## src/sv/rtpl_pkg.sv

```systemverilog
`default_nettype none
package rtpl_pkg;

  localparam int unsigned ADDR_W        = 32;
  localparam int unsigned POS_W         = 5;
  localparam int unsigned ENTRY_COUNT_W = 5;
  localparam int unsigned IN_DATA_W     = 136;
  localparam int unsigned OUT_DATA_W    = 40;

  typedef enum logic [1:0] {
    OP_INSERT = 2'd0,
    OP_REMOVE = 2'd1,
    OP_LOOKUP = 2'd2
  } op_t;

  typedef enum logic [2:0] {
    ST_OK      = 3'd0,
    ST_FULL    = 3'd1,
    ST_NOPOS   = 3'd2,
    ST_PERM    = 3'd3,
    ST_NOROUTE = 3'd4
  } status_t;

  // one stored route
  typedef struct packed {
    logic              fixed;
    logic [ADDR_W-1:0] hop;
    logic [ADDR_W-1:0] mask;
    logic [ADDR_W-1:0] net;
  } entry_t;

  // flags from the shared comparator
  typedef struct packed {
    logic eq;
    logic ge;
  } cmp_res_t;

endpackage
`default_nettype wire

```

## src/sv/rtpl_store.sv

```systemverilog
`default_nettype none
module rtpl_store
  import rtpl_pkg::*;
#(
  parameter int unsigned DEPTH = 16,
  parameter int unsigned AW    = 4
) (
  input  wire logic          clk,
  input  wire logic          wr_en,
  input  wire logic [AW-1:0] wr_addr,
  input  wire entry_t        wr_data,
  input  wire logic          rd_en,
  input  wire logic [AW-1:0] rd_addr,
  output entry_t             rd_data
);

  entry_t mem [DEPTH];

  always_ff @(posedge clk) begin
    if (wr_en) begin
      mem[wr_addr] <= wr_data;
    end
  end

  // registered read port
  always_ff @(posedge clk) begin
    if (rd_en) begin
      rd_data <= mem[rd_addr];
    end
  end

endmodule
`default_nettype wire

```

## src/sv/rtpl_cmp.sv

```systemverilog
`default_nettype none
module rtpl_cmp
  import rtpl_pkg::*;
(
  input  wire logic [ADDR_W-1:0] a,
  input  wire logic [ADDR_W-1:0] b,
  output cmp_res_t               res
);

  // unsigned equality and greater-or-equal on one operand pair
  always_comb begin
    res.eq = (a == b);
    res.ge = (a >= b);
  end

endmodule
`default_nettype wire

```

## src/sv/route_table_prefix_lookup_unit.sv

```systemverilog
// throughput: one operation at a time; the entry memory has a single read port, so each
//   visited entry takes a read step, then a compare or move step
// reset: rst clears the route count, the sequencer and the output valid; entry memory
//   contents are not cleared
`default_nettype none
module route_table_prefix_lookup_unit
  import rtpl_pkg::*;
#(
  parameter int unsigned TABLE_DEPTH = 16
) (
  input  wire logic                  clk,
  input  wire logic                  rst,
  // input stream
  input  wire logic                  s_axis_tvalid,
  output logic                       s_axis_tready,
  // tdata, low to high: route_net[31:0], route_mask[63:32], route_next_hop[95:64],
  //   route_permanent[96], position[101:97], dest_addr[133:102], zero pad[135:134]
  input  wire logic [IN_DATA_W-1:0]  s_axis_tdata,
  // tuser: op[1:0]
  input  wire logic [1:0]            s_axis_tuser,
  // result stream
  output logic                       m_axis_tvalid,
  input  wire logic                  m_axis_tready,
  // tdata, low to high: next_hop[31:0], entry_count[36:32], zero pad[39:37]
  output logic [OUT_DATA_W-1:0]      m_axis_tdata,
  // tuser: status[2:0]
  output logic [2:0]                 m_axis_tuser
);

  localparam int unsigned AW = (TABLE_DEPTH > 1) ? $clog2(TABLE_DEPTH) : 1;
  localparam int unsigned CW = $clog2(TABLE_DEPTH + 1);
  localparam int unsigned PW = (CW > POS_W) ? CW : POS_W;

  // sequencer states
  typedef enum logic [7:0] {
    S_IDLE     = 8'b0000_0001,
    S_SCAN_RD  = 8'b0000_0010,
    S_SCAN_CMP = 8'b0000_0100,
    S_CHK_RD   = 8'b0000_1000,
    S_CHK      = 8'b0001_0000,
    S_MOVE_RD  = 8'b0010_0000,
    S_MOVE_WR  = 8'b0100_0000,
    S_DONE     = 8'b1000_0000
  } state_t;

  state_t state;
  state_t state_next;

  // request held for the whole operation
  op_t               req_op;
  logic [ADDR_W-1:0] req_net;
  logic [ADDR_W-1:0] req_mask;
  logic [ADDR_W-1:0] req_hop;
  logic              req_perm;
  logic [ADDR_W-1:0] req_dest;

  logic [CW-1:0]     count;
  logic [CW-1:0]     idx;
  logic [CW-1:0]     slot;
  logic              put_pend;   // insert: slot write still owed after the shift

  status_t           res_status;
  logic [ADDR_W-1:0] res_hop;

  // input beat unpacked
  logic [ADDR_W-1:0] in_net;
  logic [ADDR_W-1:0] in_mask;
  logic [ADDR_W-1:0] in_hop;
  logic              in_perm;
  logic [POS_W-1:0]  in_pos;
  logic [ADDR_W-1:0] in_dest;
  op_t               in_op;
  logic              in_fire;
  logic              out_load;
  logic              pos_bad;

  assign in_net  = s_axis_tdata[31:0];
  assign in_mask = s_axis_tdata[63:32];
  assign in_hop  = s_axis_tdata[95:64];
  assign in_perm = s_axis_tdata[96];
  assign in_pos  = s_axis_tdata[101:97];
  assign in_dest = s_axis_tdata[133:102];
  assign in_op   = op_t'(s_axis_tuser);

  assign s_axis_tready = (state == S_IDLE);
  assign in_fire       = s_axis_tvalid && s_axis_tready;
  assign out_load      = (state == S_DONE) && (!m_axis_tvalid || m_axis_tready);
  assign pos_bad       = (in_pos == '0) || (PW'(in_pos) > PW'(count));

  // entry memory
  logic          wr_en;
  logic [AW-1:0] wr_addr;
  entry_t        wr_data;
  logic          rd_en;
  logic [AW-1:0] rd_addr;
  entry_t        rd_data;
  logic [CW-1:0] move_src;
  logic          is_lookup;
  logic          is_insert;

  assign is_lookup = (req_op == OP_LOOKUP);
  assign is_insert = (req_op == OP_INSERT);

  // insert shifts entries up (read below, write above), remove shifts them down
  assign move_src = is_insert ? (idx - CW'(1)) : (idx + CW'(1));

  always_comb begin
    rd_en   = 1'b0;
    rd_addr = idx[AW-1:0];
    unique case (state)
      S_SCAN_RD: rd_en = (idx != count);
      S_CHK_RD:  rd_en = 1'b1;
      S_MOVE_RD: begin
        rd_en   = 1'b1;
        rd_addr = move_src[AW-1:0];
      end
      default: rd_en = 1'b0;
    endcase
  end

  // slot write of the new route reuses the move-read cycle once the shift has reached it
  logic put_now;
  assign put_now = (state == S_MOVE_RD) && is_insert && (idx == slot);

  always_comb begin
    wr_en   = 1'b0;
    wr_addr = idx[AW-1:0];
    wr_data = rd_data;
    if (state == S_MOVE_WR) begin
      wr_en = 1'b1;
    end else if (put_now && put_pend) begin
      wr_en         = 1'b1;
      wr_addr       = slot[AW-1:0];
      wr_data.net   = req_net;
      wr_data.mask  = req_mask;
      wr_data.hop   = req_hop;
      wr_data.fixed = req_perm;
    end
  end

  rtpl_store #(
    .DEPTH (TABLE_DEPTH),
    .AW    (AW)
  ) u_store (
    .clk     (clk),
    .wr_en   (wr_en),
    .wr_addr (wr_addr),
    .wr_data (wr_data),
    .rd_en   (rd_en),
    .rd_addr (rd_addr),
    .rd_data (rd_data)
  );

  // shared comparator: lookup tests masked destination against the network,
  // insert tests the stored mask against the new mask
  logic [ADDR_W-1:0] cmp_a;
  logic [ADDR_W-1:0] cmp_b;
  cmp_res_t          cmp_res;
  logic              advance;

  assign cmp_a   = is_lookup ? (rd_data.mask & req_dest) : rd_data.mask;
  assign cmp_b   = is_lookup ? rd_data.net : req_mask;
  assign advance = is_lookup ? !cmp_res.eq : (rd_data.fixed || cmp_res.ge);

  rtpl_cmp u_cmp (
    .a   (cmp_a),
    .b   (cmp_b),
    .res (cmp_res)
  );

  // next state
  always_comb begin
    state_next = state;
    unique case (state)
      S_IDLE: begin
        if (in_fire) begin
          priority case (in_op)
            OP_INSERT: begin
              if (count == CW'(TABLE_DEPTH)) state_next = S_DONE;
              else if (in_perm)              state_next = S_MOVE_RD;
              else                           state_next = S_SCAN_RD;
            end
            OP_REMOVE: state_next = pos_bad ? S_DONE : S_CHK_RD;
            OP_LOOKUP: state_next = S_SCAN_RD;
            default:   state_next = S_DONE;
          endcase
        end
      end
      S_SCAN_RD: begin
        if (idx == count) state_next = is_lookup ? S_DONE : S_MOVE_RD;
        else              state_next = S_SCAN_CMP;
      end
      S_SCAN_CMP: begin
        if (advance)        state_next = S_SCAN_RD;
        else if (is_lookup) state_next = S_DONE;
        else                state_next = S_MOVE_RD;
      end
      S_CHK_RD: state_next = S_CHK;
      S_CHK:    state_next = rd_data.fixed ? S_DONE : S_MOVE_RD;
      S_MOVE_RD: begin
        if (put_now)                                 state_next = S_DONE;
        else if (!is_insert && (idx + CW'(1) == count)) state_next = S_DONE;
        else                                         state_next = S_MOVE_WR;
      end
      S_MOVE_WR: state_next = S_MOVE_RD;
      S_DONE:    state_next = out_load ? S_IDLE : S_DONE;
      default:   state_next = S_IDLE;
    endcase
  end

  // request capture
  always_ff @(posedge clk) begin
    if (in_fire) begin
      req_op   <= in_op;
      req_net  <= in_net;
      req_mask <= in_mask;
      req_hop  <= in_hop;
      req_perm <= in_perm;
      req_dest <= in_dest;
    end
  end

  // sequencer datapath
  always_ff @(posedge clk) begin
    if (rst) begin
      state      <= S_IDLE;
      count      <= '0;
      idx        <= '0;
      slot       <= '0;
      put_pend   <= 1'b0;
      res_status <= ST_OK;
      res_hop    <= '0;
    end else begin
      state <= state_next;
      unique case (state)
        S_IDLE: begin
          if (in_fire) begin
            res_status <= ST_OK;
            res_hop    <= '0;
            idx        <= '0;
            slot       <= '0;
            put_pend   <= 1'b0;
            priority case (in_op)
              OP_INSERT: begin
                if (count == CW'(TABLE_DEPTH)) begin
                  res_status <= ST_FULL;
                end else if (in_perm) begin
                  idx      <= count;
                  put_pend <= 1'b1;
                end
              end
              OP_REMOVE: begin
                if (pos_bad) res_status <= ST_NOPOS;
                else         idx        <= CW'(in_pos - POS_W'(1));
              end
              default: ;
            endcase
          end
        end
        S_SCAN_RD: begin
          if (idx == count) begin
            if (is_lookup) begin
              res_status <= ST_NOROUTE;
            end else begin
              slot     <= idx;
              put_pend <= 1'b1;
            end
          end
        end
        S_SCAN_CMP: begin
          if (advance) begin
            idx <= idx + CW'(1);
          end else if (is_lookup) begin
            res_hop <= rd_data.hop;
          end else begin
            slot     <= idx;
            idx      <= count;
            put_pend <= 1'b1;
          end
        end
        S_CHK: begin
          if (rd_data.fixed) res_status <= ST_PERM;
        end
        S_MOVE_RD: begin
          if (put_now) begin
            count    <= count + CW'(1);
            put_pend <= 1'b0;
          end else if (!is_insert && (idx + CW'(1) == count)) begin
            count <= count - CW'(1);
          end
        end
        S_MOVE_WR: idx <= move_src;
        default: ;
      endcase
    end
  end

  // output register
  always_ff @(posedge clk) begin
    if (rst) begin
      m_axis_tvalid <= 1'b0;
    end else if (out_load) begin
      m_axis_tvalid <= 1'b1;
    end else if (m_axis_tready) begin
      m_axis_tvalid <= 1'b0;
    end
  end

  always_ff @(posedge clk) begin
    if (out_load) begin
      m_axis_tdata <= {3'b000, ENTRY_COUNT_W'(count), res_hop};
      m_axis_tuser <= res_status;
    end
  end

  // checks
  a_count_bound: assert property (@(posedge clk) disable iff (rst)
    count <= CW'(TABLE_DEPTH))
    else $error("route count above table depth");

  a_write_states: assert property (@(posedge clk) disable iff (rst)
    wr_en |-> (state == S_MOVE_WR || state == S_MOVE_RD))
    else $error("entry write outside a move step");

  a_put_counts: assert property (@(posedge clk) disable iff (rst)
    (put_now && put_pend) |=> count == CW'($past(count) + CW'(1)))
    else $error("insert did not bump the route count");

  a_result_idle: assert property (@(posedge clk) disable iff (rst)
    out_load |=> state == S_IDLE && m_axis_tvalid)
    else $error("result load did not return to idle");

  a_busy_after_beat: assert property (@(posedge clk) disable iff (rst)
    in_fire |=> !s_axis_tready)
    else $error("accepted a beat without going busy");

endmodule
`default_nettype wire
```

## config.mk

```make
export PLATFORM = sky130hd
export DESIGN_NAME = route_table_prefix_lookup_unit
export DESIGN_NICKNAME = d
export VERILOG_FILES = /design/src/sv/rtpl_pkg.sv /design/src/sv/rtpl_store.sv /design/src/sv/rtpl_cmp.sv /design/src/sv/route_table_prefix_lookup_unit.sv
export SDC_FILE = /design/constraint.sdc
export NUM_CORES = 2
export LEC_CHECK = 0
export BUFFER_PORTS_ARGS = -buffer_cell sky130_fd_sc_hd__buf_2
export CORE_UTILIZATION = 64
export DETAILED_ROUTE_END_ITERATION = 10
export HOLD_SLACK_MARGIN = 0.05
export PLACE_DENSITY = 0.86
export SLEW_MARGIN = 20
export SYNTH_ARGS = -nofsm -noshare
export SYNTH_HDL_FRONTEND = slang
export SYNTH_HIERARCHICAL = 1
export SYNTH_SLANG_ARGS = --single-unit
```

## constraint.sdc

```tcl
create_clock -name clk -period 22.7 [get_ports clk]
set_clock_uncertainty 0.1 [all_clocks]
set_input_delay 3.405 -clock clk [delete_from_list [all_inputs] [get_ports clk]]
set_output_delay 3.405 -clock clk [all_outputs]
set_load 0.05 [all_outputs]
```

# After elaboration in Yosys (flattened, before gate mapping)
# Memory sizes are Yosys's and may differ from the RTL's. A register that Yosys moved wholly into a read port is not among the register bits.
# Index checks and enable logic that the tools add are counted.
word_totals:
  register_bits: 231
  mem_bits_rw: 1552
  input_bits: 142
  output_inout_bits: 45
  wordCells: 144
  mem_count: 1
mem_list:
  columns: ["name", "depth", "width", "read_ports", "rd_ports_with_merged_regs", "wr", "line_no", "text"]
  rows:
  - ["u_store.mem", 16, 97, 1, 1, 1, "rtpl_store.sv:17", "entry_t mem [DEPTH];"]
classes:
  addsub: 5
  n_lt_le_gt_ge: 2
  eq_ne: 25
  n_mux: 65
  bitwise: 1
  reduce_logical: 29
ops:
  columns: ["op", "n"]
  rows:
  - ["2-to-1 mux 97 bit", 2]
  - ["2-to-1 mux 32 bit", 5]
  - ["2-to-1 mux 8 bit", 10]
  - ["2-to-1 mux 5 bit", 13]
  - ["one-hot mux 32 bit (2 select lines)", 1]
  - ["one-hot mux 8 bit (8 select lines)", 1]
  - ["bitwise AND 32 bit", 1]
  - ["== test 32 bit", 1]
  - [">= comparator 32 bit", 1]
  - ["one-hot mux 5 bit (3 select lines)", 2]
  - ["one-hot mux 8 bit (3 select lines)", 1]
  - ["2-to-1 mux 1 bit", 16]
  - ["== test 5 bit", 3]
  - ["subtractor 5 x 1 -> 5 bit, second input constant", 3]
  - ["2-to-1 mux 3 bit", 4]
  - ["2-to-1 mux 4 bit", 3]
  - ["adder 5 x 1 -> 5 bit, second input constant", 2]
  - ["!= test 2 bit, second input constant", 5]
  - ["one-hot mux 5 bit (2 select lines)", 1]
  - ["AND reduction 5 bit", 2]
  - ["one-hot mux 3 bit (3 select lines)", 1]
  - ["nonzero test 3 bit", 3]
  - ["== test 8 x 1 -> 1 bit, second input constant", 1]
  - ["== test 8 x 2 -> 1 bit, second input constant", 1]
  - ["29 further kinds", 44]

# Logic depth before layout (Yosys ltp)
logic_depth:
  depth_word: 8
  ltp_mapped: 17
  ltp_nobuf: 15

# Hierarchy
# The synthesis kept the hierarchy.
modules_own_cells:
  columns: ["module", "n_inst", "cells_per_inst", "area_per_inst_um2", "seq_area_each_um2"]
  rows:
  - ["rtpl_store", 1, 2484, 60840.9, 49517.5]
  - ["route_table_prefix_lookup_unit", 1, 898, 10712.8, 6336.1]
  - ["rtpl_cmp", 1, 113, 819.5, 0.0]

# Least setup slack after synthesis
# No wires, ideal clock.
synth_timing:
  kind: "register to register"
  startpoint: "reg state[0]"
  endpoint: "mem u_store/mem[0][0] (netlist bit) (enable)"
  setup_time_ns: 0.671
  arrival_ns: 8.645
  required_ns: 21.929
  setup_slack_ns: 13.283
  path_stages_with_launch: 9
  n_path_buf: 1
  synth_period_minus_slack_ns: 9.417
  cell_sequence: "dfxtp_1 > nor4_2 > buf_2 > nand3_1 > nor3_1 > nand2_1 > nand2_1 > or3b_2 > nor3_1"
synth_between:
  elab_chain_cells: 8
synth_lines:
  columns: ["element", "line_no", "text"]
  rows:
  - ["from (decl)", "route_table_prefix_lookup_unit.sv:46", "state_t state;"]
  - ["from (signal assigned)", "route_table_prefix_lookup_unit.sv:234", "state <= state_next;"]
  - ["== test 8 x 6 -> 1 bit", "route_table_prefix_lookup_unit.sv:123", "assign put_now = (state == S_MOVE_RD) && is_insert && (idx == slot);"]
  - ["logical AND 1 bit (2 in a row)", "route_table_prefix_lookup_unit.sv:123", null]
  - ["logical AND 1 bit", "route_table_prefix_lookup_unit.sv:131", "end else if (put_now && put_pend) begin"]
  - ["2-to-1 mux 1 bit", "route_table_prefix_lookup_unit.sv:131", null]
  - ["2-to-1 mux 1 bit *", "route_table_prefix_lookup_unit.sv:129", "if (state == S_MOVE_WR) begin"]
  - ["net wr_en", "route_table_prefix_lookup_unit.sv:91", "logic wr_en;"]
  - ["2-to-1 mux 1 bit *", "rtpl_store.sv:20", "if (wr_en) begin"]
  - ["2-to-1 mux 1 bit (not written as such) *", "rtpl_store.sv:21", "mem[wr_addr] <= wr_data;"]
  - ["to (decl)", "rtpl_store.sv:17", null]
# Mark *: on every way through the listed nets, which the timed path passes. The rest lies on a longest branch.

# Worst setup path after layout
layout_timing:
  startpoint: "reg state[0]"
  endpoint: "reg u_store/rd_data[6] (netlist name)"
layout_rtl:
  columns: ["element", "line_no", "text"]
  rows:
  - ["== test 8 x 6 -> 1 bit", "route_table_prefix_lookup_unit.sv:110", "unique case (state)"]
  - ["2-to-1 mux 4 bit", "route_table_prefix_lookup_unit.sv:110", null]
  - ["net rd_addr[0]", "route_table_prefix_lookup_unit.sv:95", "logic [AW-1:0] rd_addr;"]
# The timed path passes the listed nets, and every way through them passes these cells.
# A chain may end at the register's enable or synchronous reset.

==> metrics.txt <==
result of the run=finished, final reports clean; top area cells in the synthesized netlist=edfxtp_1, mux4_2, a22oi_1; Post-Synthesis Mean Instance Area=between 20 and 25 um2; final critical delay including setup and external delays=approximately 6.7 ns; static leakage=around 0.026 uW; sum of overflow across all layers after global routing=0; Reg2Reg Depth=11; Peak supply drop=a little under 0.00009 V; total CTS buffers=around 180; fraction of the yosys area taken by sequential cells=between 70 and 80%; hold bufs inserted after CTS=0; hold_sp=res_hop[17]$_SDFFE_PP0P_; area of placed instances=0.0751 mm2; vias in the first global route=40256; ranking of synthesized cells by instance count=edfxtp_1, mux4_2, nand2_1; number of H-tree levels=4; routed vias=39235; sum of routed wire length over all layers=around 190000 um; io pins=between 150 and 200; layout cells sized above 1=roughly a quarter; number of standard cells after synthesis=between 3000 and 4000; Site Rows=roughly 120; Horiz. Die Dim=approximately 340 um; Buffers on Ports=181; die outline area=around 0.11 mm2; setup fix buffers added after clock tree synthesis=0; startpoint of the worst register-to-register path=state[0]$_SDFFE_PP1N_; max capacitance violation total=0; adder-cell area share of the yosys netlist=0.788%; Compound-Gate Fraction of Synth Area=under 10%; number of flops mapped to enable cells by yosys=1820; setup_tns=0 ns; area taken by flip-flops and latches=approximately 0.056 mm2; clock latency on the worst-skew pair=roughly 0.81 ns; Final #Nets=3932; Fmax=0.149 GHz; warning count from the yosys run=6; Worst Path Required=between 20 and 25 ns; most instantiated library cell after synthesis=edfxtp_1; antenna violations before repair=10; total global routing track utilization=34.1%; maximum fanout along the worst path=44; fraction of synthesized cell area taken by the top area cell type=around 76%; class of the most critical setup path=reg2reg; count of final setup violators=0; root cell of the clock tree=clkbuf_16; cell count of the worst hold path=0; number of detailed-route iterations in the first pass=6; share of cell area taken by muxes after synthesis=between 10% and 20%; pin count of the biggest net entering global routing=179; Iteration-0 DRC Markers=~6500; post-route insts no fill=around 5400; parity-gate share of the synthesized area counting xor and xnor cells=less than 1%; area occupied by multi-input gates=0.0156 mm2; RSZ-0062 raised after global routing=no; finished layout cell area=0.0807 mm2; final core utilization=a little over 70%; RD Place Congestion=0.902; number of sinks handled by clock tree synthesis=1880; cell area power density=about 110 mW/mm2; post-placement cell count=approximately 5100; number of inserted filler cells in the final layout=between 5000 and 6000; most used flip-flop cell after synthesis=edfxtp_1; post-CTS clock slew at the launch and capture registers of the worst setup and hold paths=about 0.060 ns; post-placement setup slack=15.83 ns; placed wire-length estimate=approximately 90000 um; dominant combinational cell family by area after synthesis=multiplexers; die outline height=338 um; area inside the core boundary=roughly 0.11 mm2; slew at the pin with the worst max-slew slack=between 1 and 1.5 ns; Max Slew Vio Count=0; first-pass GRT wire length=278000 um; number of nets with antenna violations after routing=0; final worst-path cycle share=29.6%; critical path arrival=roughly 7.1 ns; # resized after CTS=0; routed length per placed instance=35.9 um; setup slack after layout=approximately 16 ns; share of async-settable or async-resettable flops after synthesis=0%; capturing element type of the critical path=flop; CTS tree=done; element type at the critical path start=flop; top cell type by total area after synthesis=edfxtp_1; final hold viol count=0; Starting Density=64.4%; average via count per standard cell=7.27; number of flip-flops and latches in the synthesized netlist=1880; cell area after synthesis=0.0724 mm2; number of distinct library cells after synthesis=just under 80; post-synthesis simple-gate area fraction=under 10%; layout overhead on the synthesized area=11.5%; number of remaining DRC errors=0; origin of the worst setup path=state[0]$_SDFFE_PP1N_; worst rel slew slack=between 10% and 20%; worst min-delay path class=reg2reg; buffer levels on the longest clock path=3
==> layout make-up <==
cell class	count	share of cell area (%)
clock inverters	92	1.12
multi-input cells	1383	19.4
well taps	1500	2.33
repair buffers	256	1.92
flip-flops and latches	1880	69.2
inverters	48	0.223
diodes	7	0.0217
clock buffers	229	5.77
==> metrics by stage <==
stage / hold WS (ns) / total power, uW
2_1_floorplan: 0.302 / 5190
6_report: 0.338 / 8510
3_5_place_dp: 0.315 / 5580
4_1_cts: 0.334 / 8490
5_1_grt: 0.344 / 8710
3_3_place_gp: 0.313 / 5520
==> sequential cells by signal (all words and copies together), names as in the netlist, 32 cells and up <==
register / cells
res_hop: 32
req_dest: 32
req_hop: 32
req_net: 32
u_store/mem: 1552
m_axis_tdata: 37
req_mask: 32
u_store/rd_data: 97
==> layout by cell type, fill, tap and decap left out, types with 33 or more instances in the layout <==
master and count:
mux2_2 68, clkbuf_16 178, inv_1 48, mux4_2 388, dfxtp_1 60, buf_4 69, nand3_1 51, a22oi_1 196
clkbuf_1 50, nand2_1 261, ha_1 44, buf_2 181, edfxtp_1 1820, a21oi_1 58, o21a_1 33
==> worst paths after layout <==
path              slack, ns                            to
setup / recovery      15.99  u_store/rd_data[6]$_DFFE_PP_
hold / removal         0.34    m_axis_tdata[17]$_DFFE_PP_
setup reg to reg      15.99  u_store/rd_data[6]$_DFFE_PP_
hold reg to reg        0.34    m_axis_tdata[17]$_DFFE_PP_
==> cells by family (layout without fill, tap and decap cells) <==
family,count (synthesis),after routing
buf+inv,234,625
mux,492,492
simple gates,445,445
flops,1880,1880
compound gates,371,371
xor+xnor,27,27
other cells,1,10
fa+ha+maj,45,45
==> where the power goes <==
part	internal (uW)	leakage, uW	switching (uW)
combinational	676	0.00621	947
sequential	3920	0.0170	64.3
clock	1580	0.00268	1330
total	6170	0.0259	2340
==> worst max-delay path, stage by stage, from the launching register on <==
cell and delay [ns]:
dfxtp_1 0.38, nor4_2 0.28, buf_4 0.21, nand3_1 0.41, xnor2_2 0.78, buf_4 0.76, buf_4 0.82, buf_4 0.77
buf_4 0.81, mux4_2 0.61, a22oi_1 0.22, nand2_1 0.13
==> metal layers <==
metal,GRT usage [%],share of wire (%),up-vias
li1,-,-,14930
met4,19.0,6.2,8
met3,7.88,13,802
met5,0,0.023,-
met2,54.7,48,3951
met1,43.7,32,19544
No activity file was read; power rests on OpenSTA's default activity.
